$ cat src/sv/gdau_pkg.sv
`timescale 1ns / 1ps
// Package for the Gregorian date arithmetic unit: operation codes, controller
// commands, status struct and calendar helper functions. No dependencies.
package gdau_pkg;

   localparam int MAX_YEAR_DEFAULT = 9999;

   localparam logic [13:0] RESET_YEAR  = 14'd1970;
   localparam logic [3:0]  RESET_MONTH = 4'd1;
   localparam logic [4:0]  RESET_DAY   = 5'd1;

   localparam logic [2:0] OP_SET        = 3'd0;
   localparam logic [2:0] OP_ADD_DAYS   = 3'd1;
   localparam logic [2:0] OP_ADD_MONTHS = 3'd2;
   localparam logic [2:0] OP_ADD_YEARS  = 3'd3;
   localparam logic [2:0] OP_DIFF       = 3'd4;

   localparam logic signed [1:0] ORD_EARLIER = -2'sd1;
   localparam logic signed [1:0] ORD_EQUAL   = 2'sd0;
   localparam logic signed [1:0] ORD_LATER   = 2'sd1;

   localparam logic [21:0] DIST_MAX = 22'h3FFFFF;

   typedef enum logic [3:0] {
      CMD_NONE,
      CMD_LOAD,
      CMD_YS_STORED,
      CMD_DN_STORED,
      CMD_YS_GIVEN,
      CMD_DN_GIVEN,
      CMD_SEARCH_MID,
      CMD_SEARCH_CMP,
      CMD_MONTH_YS,
      CMD_MONTH_INIT,
      CMD_MONTH_STEP,
      CMD_MONTHS_T,
      CMD_MONTHS_Q,
      CMD_FINISH
   } cmd_type;

   typedef struct packed {
      logic [2:0] op;
      logic       search_done;
      logic       month_done;
      logic       rsp_busy;
   } stat_type;

   // Divisibility by 25 is tested with the modular inverse of 25.
   function automatic logic is_leap(input logic [13:0] y);
      logic [23:0] pr100;
      logic [19:0] pr400;
      logic        div4;
      logic        div100;
      logic        div400;
      pr100  = 24'(y[13:2]) * 24'd3113;
      pr400  = 20'(y[13:4]) * 20'd41;
      div4   = (y[1:0] == 2'd0);
      div100 = div4 && (pr100[11:0] <= 12'd163);
      div400 = (y[3:0] == 4'd0) && (pr400[9:0] <= 10'd40);
      return div4 && (!div100 || div400);
   endfunction

   function automatic logic [4:0] days_of(input logic [3:0] m, input logic leap);
      logic [4:0] d;
      unique case (m)
         4'd2: begin
            d = leap ? 5'd29 : 5'd28;
         end
         4'd4, 4'd6, 4'd9, 4'd11: begin
            d = 5'd30;
         end
         default: begin
            d = 5'd31;
         end
      endcase
      return d;
   endfunction

   function automatic logic [4:0] days_in(input logic [13:0] y, input logic [3:0] m);
      return days_of(m, is_leap(y));
   endfunction

   function automatic logic [8:0] month_start(input logic [3:0] m);
      logic [8:0] s;
      unique case (m)
         4'd2:    s = 9'd31;
         4'd3:    s = 9'd59;
         4'd4:    s = 9'd90;
         4'd5:    s = 9'd120;
         4'd6:    s = 9'd151;
         4'd7:    s = 9'd181;
         4'd8:    s = 9'd212;
         4'd9:    s = 9'd243;
         4'd10:   s = 9'd273;
         4'd11:   s = 9'd304;
         4'd12:   s = 9'd334;
         default: s = 9'd0;
      endcase
      return s;
   endfunction

   // Days from 0001-01-01 to the first day of year y. Division by 100 uses a
   // reciprocal that is exact for every 14-bit year.
   function automatic logic [22:0] year_start(input logic [13:0] y);
      logic [13:0] p;
      logic [26:0] m100;
      logic [26:0] m400;
      p    = y - 14'd1;
      m100 = 27'(p) * 27'd5243;
      m400 = 27'(p[13:2]) * 27'd5243;
      return 23'(p) * 23'd365 + 23'(p[13:2]) - 23'(m100[26:19]) + 23'(m400[26:19]);
   endfunction

   function automatic logic date_ok(input logic [13:0] y, input logic [3:0] m,
                                    input logic [4:0] d, input logic [13:0] max_y);
      return (y >= 14'd1) && (y <= max_y) && (m >= 4'd1) && (m <= 4'd12) &&
             (d >= 5'd1) && (d <= days_in(y, m));
   endfunction

endpackage

$ cat src/sv/gdau_if.sv
`timescale 1ns / 1ps
// Request and response channel interfaces of the date arithmetic unit.
// Stand-alone; no package dependency.
interface gdau_req_if;
   logic               valid;
   logic               ready;
   logic [2:0]         op;
   logic [13:0]        new_year;
   logic [3:0]         new_month;
   logic [4:0]         new_day;
   logic signed [22:0] amount;

   modport source (output valid, op, new_year, new_month, new_day, amount, input ready);
   modport sink (input valid, op, new_year, new_month, new_day, amount, output ready);
endinterface

interface gdau_rsp_if;
   logic              valid;
   logic              ready;
   logic [13:0]       cur_year;
   logic [3:0]        cur_month;
   logic [4:0]        cur_day;
   logic [21:0]       day_distance;
   logic signed [1:0] order;
   logic              accepted;

   modport source (output valid, cur_year, cur_month, cur_day, day_distance, order,
                   accepted, input ready);
   modport sink (input valid, cur_year, cur_month, cur_day, day_distance, order,
                 accepted, output ready);
endinterface

$ cat src/sv/gdau_ctrl.sv
`timescale 1ns / 1ps
// Sequencing state machine of the date arithmetic unit.
// Depends on gdau_pkg for the command and status types.
module gdau_ctrl import gdau_pkg::*; (
   input  logic     clock,
   input  logic     reset,
   input  logic     req_valid,
   output logic     req_ready,
   input  stat_type stat,
   output cmd_type  cmd
);

   typedef enum logic [3:0] {
      ST_IDLE, ST_DISPATCH, ST_YS_S, ST_DN_S, ST_YS_G, ST_DN_G, ST_MONTHS_T,
      ST_MONTHS_Q, ST_S_MID, ST_S_CMP, ST_M_YS, ST_M_INIT, ST_M_STEP, ST_FINISH
   } state_type;

   state_type state_ff;
   state_type state_in;

   assign req_ready = (state_ff == ST_IDLE);

   always_comb begin
      state_in = state_ff;
      cmd      = CMD_NONE;
      unique case (state_ff)
         ST_IDLE: begin
            if (req_valid) begin
               cmd      = CMD_LOAD;
               state_in = ST_DISPATCH;
            end
         end
         ST_DISPATCH: begin
            if (stat.op == OP_ADD_DAYS || stat.op == OP_DIFF) begin
               state_in = ST_YS_S;
            end else if (stat.op == OP_ADD_MONTHS) begin
               state_in = ST_MONTHS_T;
            end else begin
               state_in = ST_FINISH;
            end
         end
         ST_YS_S: begin
            cmd      = CMD_YS_STORED;
            state_in = ST_DN_S;
         end
         ST_DN_S: begin
            cmd      = CMD_DN_STORED;
            state_in = (stat.op == OP_DIFF) ? ST_YS_G : ST_S_MID;
         end
         ST_YS_G: begin
            cmd      = CMD_YS_GIVEN;
            state_in = ST_DN_G;
         end
         ST_DN_G: begin
            cmd      = CMD_DN_GIVEN;
            state_in = ST_FINISH;
         end
         ST_MONTHS_T: begin
            cmd      = CMD_MONTHS_T;
            state_in = ST_MONTHS_Q;
         end
         ST_MONTHS_Q: begin
            cmd      = CMD_MONTHS_Q;
            state_in = ST_FINISH;
         end
         ST_S_MID: begin
            if (stat.search_done) begin
               state_in = ST_M_YS;
            end else begin
               cmd      = CMD_SEARCH_MID;
               state_in = ST_S_CMP;
            end
         end
         ST_S_CMP: begin
            cmd      = CMD_SEARCH_CMP;
            state_in = ST_S_MID;
         end
         ST_M_YS: begin
            cmd      = CMD_MONTH_YS;
            state_in = ST_M_INIT;
         end
         ST_M_INIT: begin
            cmd      = CMD_MONTH_INIT;
            state_in = ST_M_STEP;
         end
         ST_M_STEP: begin
            if (stat.month_done) begin
               state_in = ST_FINISH;
            end else begin
               cmd = CMD_MONTH_STEP;
            end
         end
         ST_FINISH: begin
            if (!stat.rsp_busy) begin
               cmd      = CMD_FINISH;
               state_in = ST_IDLE;
            end
         end
         default: begin
            state_in = ST_IDLE;
         end
      endcase
   end

   always_ff @(posedge clock) begin
      if (reset) begin
         state_ff <= ST_IDLE;
      end else begin
         state_ff <= state_in;
      end
   end

endmodule

$ cat src/sv/gdau_datapath.sv
`timescale 1ns / 1ps
// Datapath of the date arithmetic unit: stored date, day-number arithmetic,
// year search, month walk and the response register. Depends on gdau_pkg.
module gdau_datapath import gdau_pkg::*; #(
   parameter int MaxYear = MAX_YEAR_DEFAULT
) (
   input  logic               clock,
   input  logic               reset,
   input  cmd_type            cmd,
   output stat_type           stat,
   input  logic [2:0]         req_op,
   input  logic [13:0]        req_new_year,
   input  logic [3:0]         req_new_month,
   input  logic [4:0]         req_new_day,
   input  logic signed [22:0] req_amount,
   output logic               rsp_valid,
   input  logic               rsp_ready,
   output logic [13:0]        rsp_cur_year,
   output logic [3:0]         rsp_cur_month,
   output logic [4:0]         rsp_cur_day,
   output logic [21:0]        rsp_day_distance,
   output logic signed [1:0]  rsp_order,
   output logic               rsp_accepted
);

   localparam logic [13:0] MaxYr = 14'(MaxYear);
   localparam logic signed [24:0] DayLimit =
      $signed(25'(year_start(MaxYr)) + 25'd364 + 25'(is_leap(MaxYr)));
   localparam logic signed [24:0] MonthLimit = 25'(MaxYear * 12);
   localparam logic signed [24:0] YearLimit  = 25'(MaxYear);

   logic [13:0]        y_ff, ny_ff, lo_ff, hi_ff, mid_ff, q_ff;
   logic [3:0]         m_ff, nm_ff, mo_ff;
   logic [4:0]         d_ff, nd_ff;
   logic [2:0]         op_ff;
   logic signed [22:0] amt_ff;
   logic [22:0]        ys_ff, b_ff;
   logic signed [24:0] a_ff, t_ff;
   logic [8:0]         r_ff;
   logic               leap_ff;
   logic               rsp_valid_ff, rsp_accepted_ff;
   logic [13:0]        rsp_year_ff;
   logic [3:0]         rsp_month_ff;
   logic [4:0]         rsp_day_ff;
   logic [21:0]        rsp_dist_ff;
   logic signed [1:0]  rsp_order_ff;

   logic [24:0]        dn_stored;
   logic signed [24:0] a_in;
   logic [22:0]        dn_given;
   logic [14:0]        mid_sum;
   logic [4:0]         step_dim;
   logic [17:0]        ym1;
   logic signed [24:0] t_in;
   logic [31:0]        q_prod;
   logic signed [24:0] ysum;

   logic               fin_ok;
   logic [13:0]        fin_y;
   logic [3:0]         fin_m;
   logic [4:0]         fin_d;
   logic [21:0]        fin_dist;
   logic signed [1:0]  fin_ord;

   assign dn_stored = 25'(ys_ff) + 25'(month_start(m_ff)) + 25'(d_ff) - 25'd1 +
                      ((m_ff > 4'd2 && is_leap(y_ff)) ? 25'd1 : 25'd0);
   assign a_in      = $signed(dn_stored) +
                      ((op_ff == OP_ADD_DAYS) ? 25'(amt_ff) : 25'sd0);
   assign dn_given  = ys_ff + 23'(month_start(nm_ff)) + 23'(nd_ff) - 23'd1 +
                      ((nm_ff > 4'd2 && is_leap(ny_ff)) ? 23'd1 : 23'd0);
   assign mid_sum   = 15'(lo_ff) + 15'(hi_ff) + 15'd1;
   assign step_dim  = days_of(mo_ff, leap_ff);
   assign ym1       = 18'(y_ff - 14'd1);
   assign t_in      = $signed(25'({ym1, 3'b000}) + 25'({ym1, 2'b00}) + 25'(m_ff - 4'd1)) +
                      25'(amt_ff);
   assign q_prod    = 32'(t_ff[17:2]) * 32'd43691;
   assign ysum      = $signed({11'd0, y_ff}) + 25'(amt_ff);

   assign stat.op          = op_ff;
   assign stat.search_done = (lo_ff == hi_ff);
   assign stat.month_done  = !((mo_ff < 4'd12) && (r_ff >= 9'(step_dim)));
   assign stat.rsp_busy    = rsp_valid_ff && !rsp_ready;

   always_comb begin
      logic [17:0] q12;
      logic [3:0]  rem;
      logic [13:0] ty;
      logic [3:0]  tm;
      logic [4:0]  dim;
      logic [22:0] a_u;
      logic [22:0] diff;
      q12      = 18'({q_ff, 3'b000}) + 18'({q_ff, 2'b00});
      rem      = 4'(t_ff[17:0] - q12);
      ty       = y_ff;
      tm       = m_ff;
      dim      = 5'd31;
      a_u      = 23'(a_ff);
      diff     = 23'd0;
      fin_ok   = 1'b0;
      fin_y    = y_ff;
      fin_m    = m_ff;
      fin_d    = d_ff;
      fin_dist = 22'd0;
      fin_ord  = ORD_EQUAL;
      unique case (op_ff)
         OP_SET: begin
            if (date_ok(ny_ff, nm_ff, nd_ff, MaxYr)) begin
               fin_ok = 1'b1;
               fin_y  = ny_ff;
               fin_m  = nm_ff;
               fin_d  = nd_ff;
            end
         end
         OP_ADD_DAYS: begin
            if (a_ff >= 25'sd0 && a_ff <= DayLimit) begin
               fin_ok = 1'b1;
               fin_y  = lo_ff;
               fin_m  = mo_ff;
               fin_d  = 5'(r_ff) + 5'd1;
            end
         end
         OP_ADD_MONTHS: begin
            ty  = q_ff + 14'd1;
            tm  = rem + 4'd1;
            dim = days_in(ty, tm);
            if (t_ff >= 25'sd0 && t_ff < MonthLimit) begin
               fin_ok = 1'b1;
               fin_y  = ty;
               fin_m  = tm;
               fin_d  = (d_ff > dim) ? dim : d_ff;
            end
         end
         OP_ADD_YEARS: begin
            ty  = ysum[13:0];
            dim = days_in(ty, m_ff);
            if (ysum >= 25'sd1 && ysum <= YearLimit) begin
               fin_ok = 1'b1;
               fin_y  = ty;
               fin_d  = (d_ff > dim) ? dim : d_ff;
            end
         end
         OP_DIFF: begin
            if (date_ok(ny_ff, nm_ff, nd_ff, MaxYr)) begin
               fin_ok = 1'b1;
               if (a_u > b_ff) begin
                  diff    = a_u - b_ff;
                  fin_ord = ORD_LATER;
               end else if (a_u < b_ff) begin
                  diff    = b_ff - a_u;
                  fin_ord = ORD_EARLIER;
               end
               fin_dist = diff[22] ? DIST_MAX : diff[21:0];
            end
         end
         default: begin
            fin_ok = 1'b0;
         end
      endcase
   end

   always_ff @(posedge clock) begin
      if (reset) begin
         y_ff         <= RESET_YEAR;
         m_ff         <= RESET_MONTH;
         d_ff         <= RESET_DAY;
         rsp_valid_ff <= 1'b0;
      end else begin
         if (rsp_valid_ff && rsp_ready && cmd != CMD_FINISH) begin
            rsp_valid_ff <= 1'b0;
         end
         unique case (cmd)
            CMD_NONE: begin
            end
            CMD_LOAD: begin
               op_ff  <= req_op;
               ny_ff  <= req_new_year;
               nm_ff  <= req_new_month;
               nd_ff  <= req_new_day;
               amt_ff <= req_amount;
            end
            CMD_YS_STORED: begin
               ys_ff <= year_start(y_ff);
            end
            CMD_DN_STORED: begin
               a_ff  <= a_in;
               lo_ff <= 14'd1;
               hi_ff <= MaxYr;
            end
            CMD_YS_GIVEN: begin
               ys_ff <= year_start(ny_ff);
            end
            CMD_DN_GIVEN: begin
               b_ff <= dn_given;
            end
            CMD_SEARCH_MID: begin
               mid_ff <= mid_sum[14:1];
               ys_ff  <= year_start(mid_sum[14:1]);
            end
            CMD_SEARCH_CMP: begin
               if ($signed({2'b00, ys_ff}) <= a_ff) begin
                  lo_ff <= mid_ff;
               end else begin
                  hi_ff <= mid_ff - 14'd1;
               end
            end
            CMD_MONTH_YS: begin
               ys_ff   <= year_start(lo_ff);
               leap_ff <= is_leap(lo_ff);
            end
            CMD_MONTH_INIT: begin
               r_ff  <= 9'(a_ff - $signed({2'b00, ys_ff}));
               mo_ff <= 4'd1;
            end
            CMD_MONTH_STEP: begin
               r_ff  <= r_ff - 9'(step_dim);
               mo_ff <= mo_ff + 4'd1;
            end
            CMD_MONTHS_T: begin
               t_ff <= t_in;
            end
            CMD_MONTHS_Q: begin
               q_ff <= 14'(q_prod[31:17]);
            end
            CMD_FINISH: begin
               y_ff            <= fin_y;
               m_ff            <= fin_m;
               d_ff            <= fin_d;
               rsp_valid_ff    <= 1'b1;
               rsp_accepted_ff <= fin_ok;
               rsp_year_ff     <= fin_y;
               rsp_month_ff    <= fin_m;
               rsp_day_ff      <= fin_d;
               rsp_dist_ff     <= fin_dist;
               rsp_order_ff    <= fin_ord;
            end
            default: begin
            end
         endcase
      end
   end

   assign rsp_valid        = rsp_valid_ff;
   assign rsp_cur_year     = rsp_year_ff;
   assign rsp_cur_month    = rsp_month_ff;
   assign rsp_cur_day      = rsp_day_ff;
   assign rsp_day_distance = rsp_dist_ff;
   assign rsp_order        = rsp_order_ff;
   assign rsp_accepted     = rsp_accepted_ff;

endmodule

$ cat src/sv/gregorian_date_arithmetic_unit.sv
`timescale 1ns / 1ps
// Top level of the Gregorian date arithmetic unit.
// Depends on gdau_pkg, gdau_if, gdau_ctrl and gdau_datapath.
//
// The unit holds one proleptic Gregorian date and applies one operation per
// request beat on req_bus: set, add days, add months, add years or difference.
// Every request produces exactly one response beat on rsp_bus carrying the
// stored date after the operation, the day distance and ordering for a
// difference, and an accepted flag that is low for an invalid date, an unused
// operation code or a result year outside 1 to MaxYear.
// One request is worked on at a time; req_bus.ready is high only while the
// unit waits for work. Set, add years and unused codes go from dispatch
// straight to the response; add months first forms the month index and its
// quotient by 12, difference the day numbers of both dates. Add days runs
// a binary search for the year over 1 to MaxYear (up to 14 steps for 9999)
// and then a month walk within that year before the response is written.
// The response sits in an output register, so the next request is taken
// while a response still waits; a stalled receiver holds the unit only when
// the following response is ready to be written.
// Synchronous reset loads 1970-01-01 and drops any pending response.
module gregorian_date_arithmetic_unit import gdau_pkg::*; #(
   parameter int MaxYear = MAX_YEAR_DEFAULT
) (
   input logic        clock,
   input logic        reset,
   gdau_req_if.sink   req_bus,
   gdau_rsp_if.source rsp_bus
);

   cmd_type  cmd;
   stat_type stat;

   // The controller only sequences; all arithmetic and storage live in the
   // datapath, so the two meet at the command and status buses alone.
   gdau_ctrl u_ctrl (
      .clock     (clock),
      .reset     (reset),
      .req_valid (req_bus.valid),
      .req_ready (req_bus.ready),
      .stat      (stat),
      .cmd       (cmd)
   );

   gdau_datapath #(
      .MaxYear (MaxYear)
   ) u_datapath (
      .clock            (clock),
      .reset            (reset),
      .cmd              (cmd),
      .stat             (stat),
      .req_op           (req_bus.op),
      .req_new_year     (req_bus.new_year),
      .req_new_month    (req_bus.new_month),
      .req_new_day      (req_bus.new_day),
      .req_amount       (req_bus.amount),
      .rsp_valid        (rsp_bus.valid),
      .rsp_ready        (rsp_bus.ready),
      .rsp_cur_year     (rsp_bus.cur_year),
      .rsp_cur_month    (rsp_bus.cur_month),
      .rsp_cur_day      (rsp_bus.cur_day),
      .rsp_day_distance (rsp_bus.day_distance),
      .rsp_order        (rsp_bus.order),
      .rsp_accepted     (rsp_bus.accepted)
   );

endmodule

$ cat src/flat_wrapper.sv
// flat-port wrapper written by rule: the top's interface ports become plain ports
module gregorian_date_arithmetic_unit_flat import gdau_pkg::*;
#(
   parameter int MaxYear = MAX_YEAR_DEFAULT
)
  (clock, reset, req_bus_valid, req_bus_op, req_bus_new_year, req_bus_new_month, req_bus_new_day, req_bus_amount, req_bus_ready, rsp_bus_valid, rsp_bus_cur_year, rsp_bus_cur_month, rsp_bus_cur_day, rsp_bus_day_distance, rsp_bus_order, rsp_bus_accepted, rsp_bus_ready);
  gdau_req_if req_bus_i ();
  gdau_rsp_if rsp_bus_i ();
  input logic clock;
  input logic reset;
  input wire logic [$bits(req_bus_i.valid)-1:0] req_bus_valid;
  input wire logic [$bits(req_bus_i.op)-1:0] req_bus_op;
  input wire logic [$bits(req_bus_i.new_year)-1:0] req_bus_new_year;
  input wire logic [$bits(req_bus_i.new_month)-1:0] req_bus_new_month;
  input wire logic [$bits(req_bus_i.new_day)-1:0] req_bus_new_day;
  input wire logic [$bits(req_bus_i.amount)-1:0] req_bus_amount;
  output wire logic [$bits(req_bus_i.ready)-1:0] req_bus_ready;
  output wire logic [$bits(rsp_bus_i.valid)-1:0] rsp_bus_valid;
  output wire logic [$bits(rsp_bus_i.cur_year)-1:0] rsp_bus_cur_year;
  output wire logic [$bits(rsp_bus_i.cur_month)-1:0] rsp_bus_cur_month;
  output wire logic [$bits(rsp_bus_i.cur_day)-1:0] rsp_bus_cur_day;
  output wire logic [$bits(rsp_bus_i.day_distance)-1:0] rsp_bus_day_distance;
  output wire logic [$bits(rsp_bus_i.order)-1:0] rsp_bus_order;
  output wire logic [$bits(rsp_bus_i.accepted)-1:0] rsp_bus_accepted;
  input wire logic [$bits(rsp_bus_i.ready)-1:0] rsp_bus_ready;
  assign req_bus_i.valid = req_bus_valid;
  assign req_bus_i.op = req_bus_op;
  assign req_bus_i.new_year = req_bus_new_year;
  assign req_bus_i.new_month = req_bus_new_month;
  assign req_bus_i.new_day = req_bus_new_day;
  assign req_bus_i.amount = req_bus_amount;
  assign req_bus_ready = req_bus_i.ready;
  assign rsp_bus_valid = rsp_bus_i.valid;
  assign rsp_bus_cur_year = rsp_bus_i.cur_year;
  assign rsp_bus_cur_month = rsp_bus_i.cur_month;
  assign rsp_bus_cur_day = rsp_bus_i.cur_day;
  assign rsp_bus_day_distance = rsp_bus_i.day_distance;
  assign rsp_bus_order = rsp_bus_i.order;
  assign rsp_bus_accepted = rsp_bus_i.accepted;
  assign rsp_bus_i.ready = rsp_bus_ready;
  gregorian_date_arithmetic_unit #(.MaxYear(MaxYear)) u_core (.clock(clock), .reset(reset), .req_bus(req_bus_i), .rsp_bus(rsp_bus_i));
endmodule
$ cat config.mk
export PLATFORM = sky130hd
export DESIGN_NAME = gregorian_date_arithmetic_unit_flat
export DESIGN_NICKNAME = d
export VERILOG_FILES = /design/src/sv/gdau_pkg.sv /design/src/sv/gdau_if.sv /design/src/sv/gdau_ctrl.sv /design/src/sv/gdau_datapath.sv /design/src/sv/gregorian_date_arithmetic_unit.sv /design/src/flat_wrapper.sv
export SDC_FILE = /design/constraint.sdc
export NUM_CORES = 2
export LEC_CHECK = 0
export BUFFER_PORTS_ARGS = -buffer_cell sky130_fd_sc_hd__buf_2
export CELL_PAD_IN_SITES_DETAIL_PLACEMENT = 0
export CELL_PAD_IN_SITES_GLOBAL_PLACEMENT = 2
export CORE_MARGIN = 3
export CORE_UTILIZATION = 47
export DETAILED_ROUTE_END_ITERATION = 8
export PLACE_DENSITY = 0.87
export SLEW_MARGIN = 30
export SYNTH_ARGS = -nofsm -noshare
export SYNTH_HDL_FRONTEND = slang
export SYNTH_SLANG_ARGS = --single-unit
$ cat constraint.sdc
create_clock -name clock -period 29.8 [get_ports clock]
set_input_delay 1.49 -clock clock [delete_from_list [all_inputs] [get_ports clock]]
set_output_delay 1.49 -clock clock [all_outputs]
set_load 0.01 [all_outputs]
==> impl_metrics.env <==
export IMPL_place_gp_congestion=0.955
export IMPL_path_buf_inv=6
export IMPL_cts_root_buf="clkbuf_16"
export IMPL_setup_viol=0
export IMPL_drt_pass1_iter_count=9
export IMPL_postSynthCellCount=7421
export IMPL_endpoint_kind="flop"
export IMPL_cts_sinks=309
export IMPL_synth_nets=9847
export IMPL_rsz0062_at_grt="false"
export IMPL_most_common_layout_cells="inv_1, ha_1, fa_1"
export IMPL_numCtsBuffers=38
export IMPL_drc=2
export IMPL_async_reset_ff_share_pct=0
export IMPL_grt_overflow_total=0
export IMPL_rows=141
export IMPL_place_hpwl_um=176000
export IMPL_fmax_mhz=69.0
export IMPL_die_w_um=393
export IMPL_crit_path_start_kind="flop"
export IMPL_avgViaCountPerCell=5.46
export IMPL_cts_tree="built"
export IMPL_cp_arrival_ps=14820
export IMPL_max_slew_margin_pct=35.4
export IMPL_drt_iter0_drc=3194
export IMPL_antenna_found_initial=3
export IMPL_ys_warn_count=0
export IMPL_skew_ps=47.6
export IMPL_initial_utilization_pct=47.5
export IMPL_final_area_um2=75000
export IMPL_violations="design-rule violations"
export IMPL_synth_edf_count=263
export IMPL_die_height_um=393
export IMPL_synth_distinct_cells=95
export IMPL_syn_area_um2=70400
export IMPL_ctsResizeCount=0
export IMPL_insertion_delay_ps=620
export IMPL_holdBufCountCts=0
export IMPL_period_minus_slack_ps=14480
export IMPL_cp_required_ps=30140
export IMPL_crit_type="flop to flop"
export IMPL_fin_tns_setup_ps=0
export IMPL_area_growth_pct=6.54
export IMPL_grt_pass1_vias=53400
export IMPL_post_cts_setup_buffers=0
export IMPL_cap_violations=0
export IMPL_fillers=14000
export IMPL_clkSlewWorstSetupHoldPaths_ps=60
export IMPL_top_level_ports=103
export IMPL_htree_levels=2
export IMPL_design_core_area_um2=148000
export IMPL_final_common_cell="inv_1"
export IMPL_die_area_um2=154000
export IMPL_grt_use_total_pct=26.8
export IMPL_placedInstanceArea_um2=73600
export IMPL_slew_viol_final=0
export IMPL_hold_violations=0
export IMPL_min_period_over_period_pct=48.6
export IMPL_cpPeakStageDelay_ps=750
export IMPL_seq_area_frac_synth_pct=12.5
export IMPL_cp_top_family="adder cells"
export IMPL_status="complete, but fails checks"
export IMPL_ant_nets=0
export IMPL_cts_buffer_depth=3
export IMPL_hp_class="flop to flop"
export IMPL_vias=51900
export IMPL_grt_max_degree=48
export IMPL_drt_wl_total_um=204000
export IMPL_ys_ff_latch=309
export IMPL_cpMaxStageDelayCell="xor2_1"
export IMPL_io_buffers=102
export IMPL_crit_path_max_fanout=9
export IMPL_worst_pin_slew_ps=945
export IMPL_final_util_pct=50.6
export IMPL_drive_gt1_share_pct=4.42
export IMPL_avgSynthCellArea_um2=9.49
export IMPL_grt_pass1_wl_um=316000
export IMPL_nets=9971
export IMPL_path_common_cell="fa_1"
export IMPL_wl_per_cell_um=21.5
export IMPL_synth_ff_type="edfxtp_1"
[final cells by class]
type | count | area, um^2 | area share (%)
antenna | 2 | 5.00 | 0.00667
inverter | 1847 | 6930 | 9.24
sequential | 309 | 8820 | 11.8
timing repair buffer | 181 | 1100 | 1.47
clock buffer | 43 | 1000 | 1.33
multi-input combinational | 5168 | 54400 | 72.5
tap | 1930 | 2410 | 3.22
clock inverter | 26 | 369 | 0.492
[kinds of logic (layout without fill, tap and decap cells)]
logic type	count (synthesis)	count (layout)	synth area share, %
adders and majority gates	2373	2373	51.8
AOI/OAI and AO/OA	1212	1212	11.5
DFF	309	309	12.5
xor gates and xnor gates	436	436	5.47
buffers and inverters	1944	2097	10.4
muxes	51	51	0.745
and+or+nand+nor	1096	1096	7.56
other	0	2	0
[worst min-delay path, stage by stage, from the launching register on]
cell	delay [ps]
dfxtp_1	360
nand2_1	80
a21oi_1	60
[flip-flops by register name (all words and copies together) (netlist names), 14 cells and up, named ones only]
name and cells:
u_core.u_datapath.t_ff 25, u_core.u_datapath.q_ff 14, u_core.u_datapath.ys_ff 23, u_core.u_datapath.b_ff 23
u_core.u_datapath.a_ff 25, u_core.u_datapath.ny_ff 14, u_core.u_datapath.y_ff 14, u_core.u_datapath.amt_ff 23
u_core.u_datapath.mid_ff 14, u_core.u_datapath.lo_ff 14, u_core.u_datapath.hi_ff 14, u_core.u_datapath.rsp_day_distance 22
u_core.u_datapath.rsp_cur_year 14
[stage by stage]
step,worst slack [ps],hold WS (ps),cells
floorplan,17380,475,7421
global placement,15690,507,9435
detailed placement,15500,520,9435
CTS,15430,531,9504
global route,14370,557,9504
finish,15320,549,9506
[Yosys cell counts (34+ instances only)]
cell type	n	area share, %
nand3_1	97	0.69
o21ai_0	205	1.5
a21oi_1	332	2.4
inv_1	1844	9.8
nand2_1	264	1.4
o21bai_1	34	0.36
edfxtp_1	263	11
nor2b_1	44	0.39
xnor2_1	291	3.6
nand2b_1	52	0.46
ha_1	1469	26
o21a_1	90	0.96
xor2_1	142	1.8
a21o_1	131	1.4
dfxtp_1	46	1.3
o211ai_1	37	0.39
nor2_1	292	1.6
mux2i_1	40	0.57
clkbuf_1	85	0.45
nand4_1	43	0.38
and3_1	60	0.53
nor3_1	94	0.67
fa_1	904	26
[metal layers]
| metal | GRT usage [%] | wire [um] |
|---|---|---|
| met3 | 2.41 | 10200 |
| met1 | 37.4 | 93000 |
| met5 | 0 | 13 |
| met4 | 6.99 | 6020 |
| met2 | 44.7 | 94900 |
[worst paths after layout]
| check | startpoint | endpoint | cells past startpoint | slack, ps |
|---|---|---|---|---|
| hold / removal | u_core.u_datapath.d_ff[2] | u_core.u_datapath.d_ff[2] | 2 | 550 |
| setup / recovery | u_core.u_datapath.lo_ff[0] | u_core.u_datapath.ys_ff[21] | 46 | 15320 |
| hold reg to reg | u_core.u_datapath.d_ff[2] | u_core.u_datapath.d_ff[2] | 2 | 550 |
| setup reg to reg | u_core.u_datapath.lo_ff[0] | u_core.u_datapath.ys_ff[21] | 46 | 15320 |
Power is not shown: default switching activity piles up to over one toggle a cycle in this logic, so the estimate is an artifact.
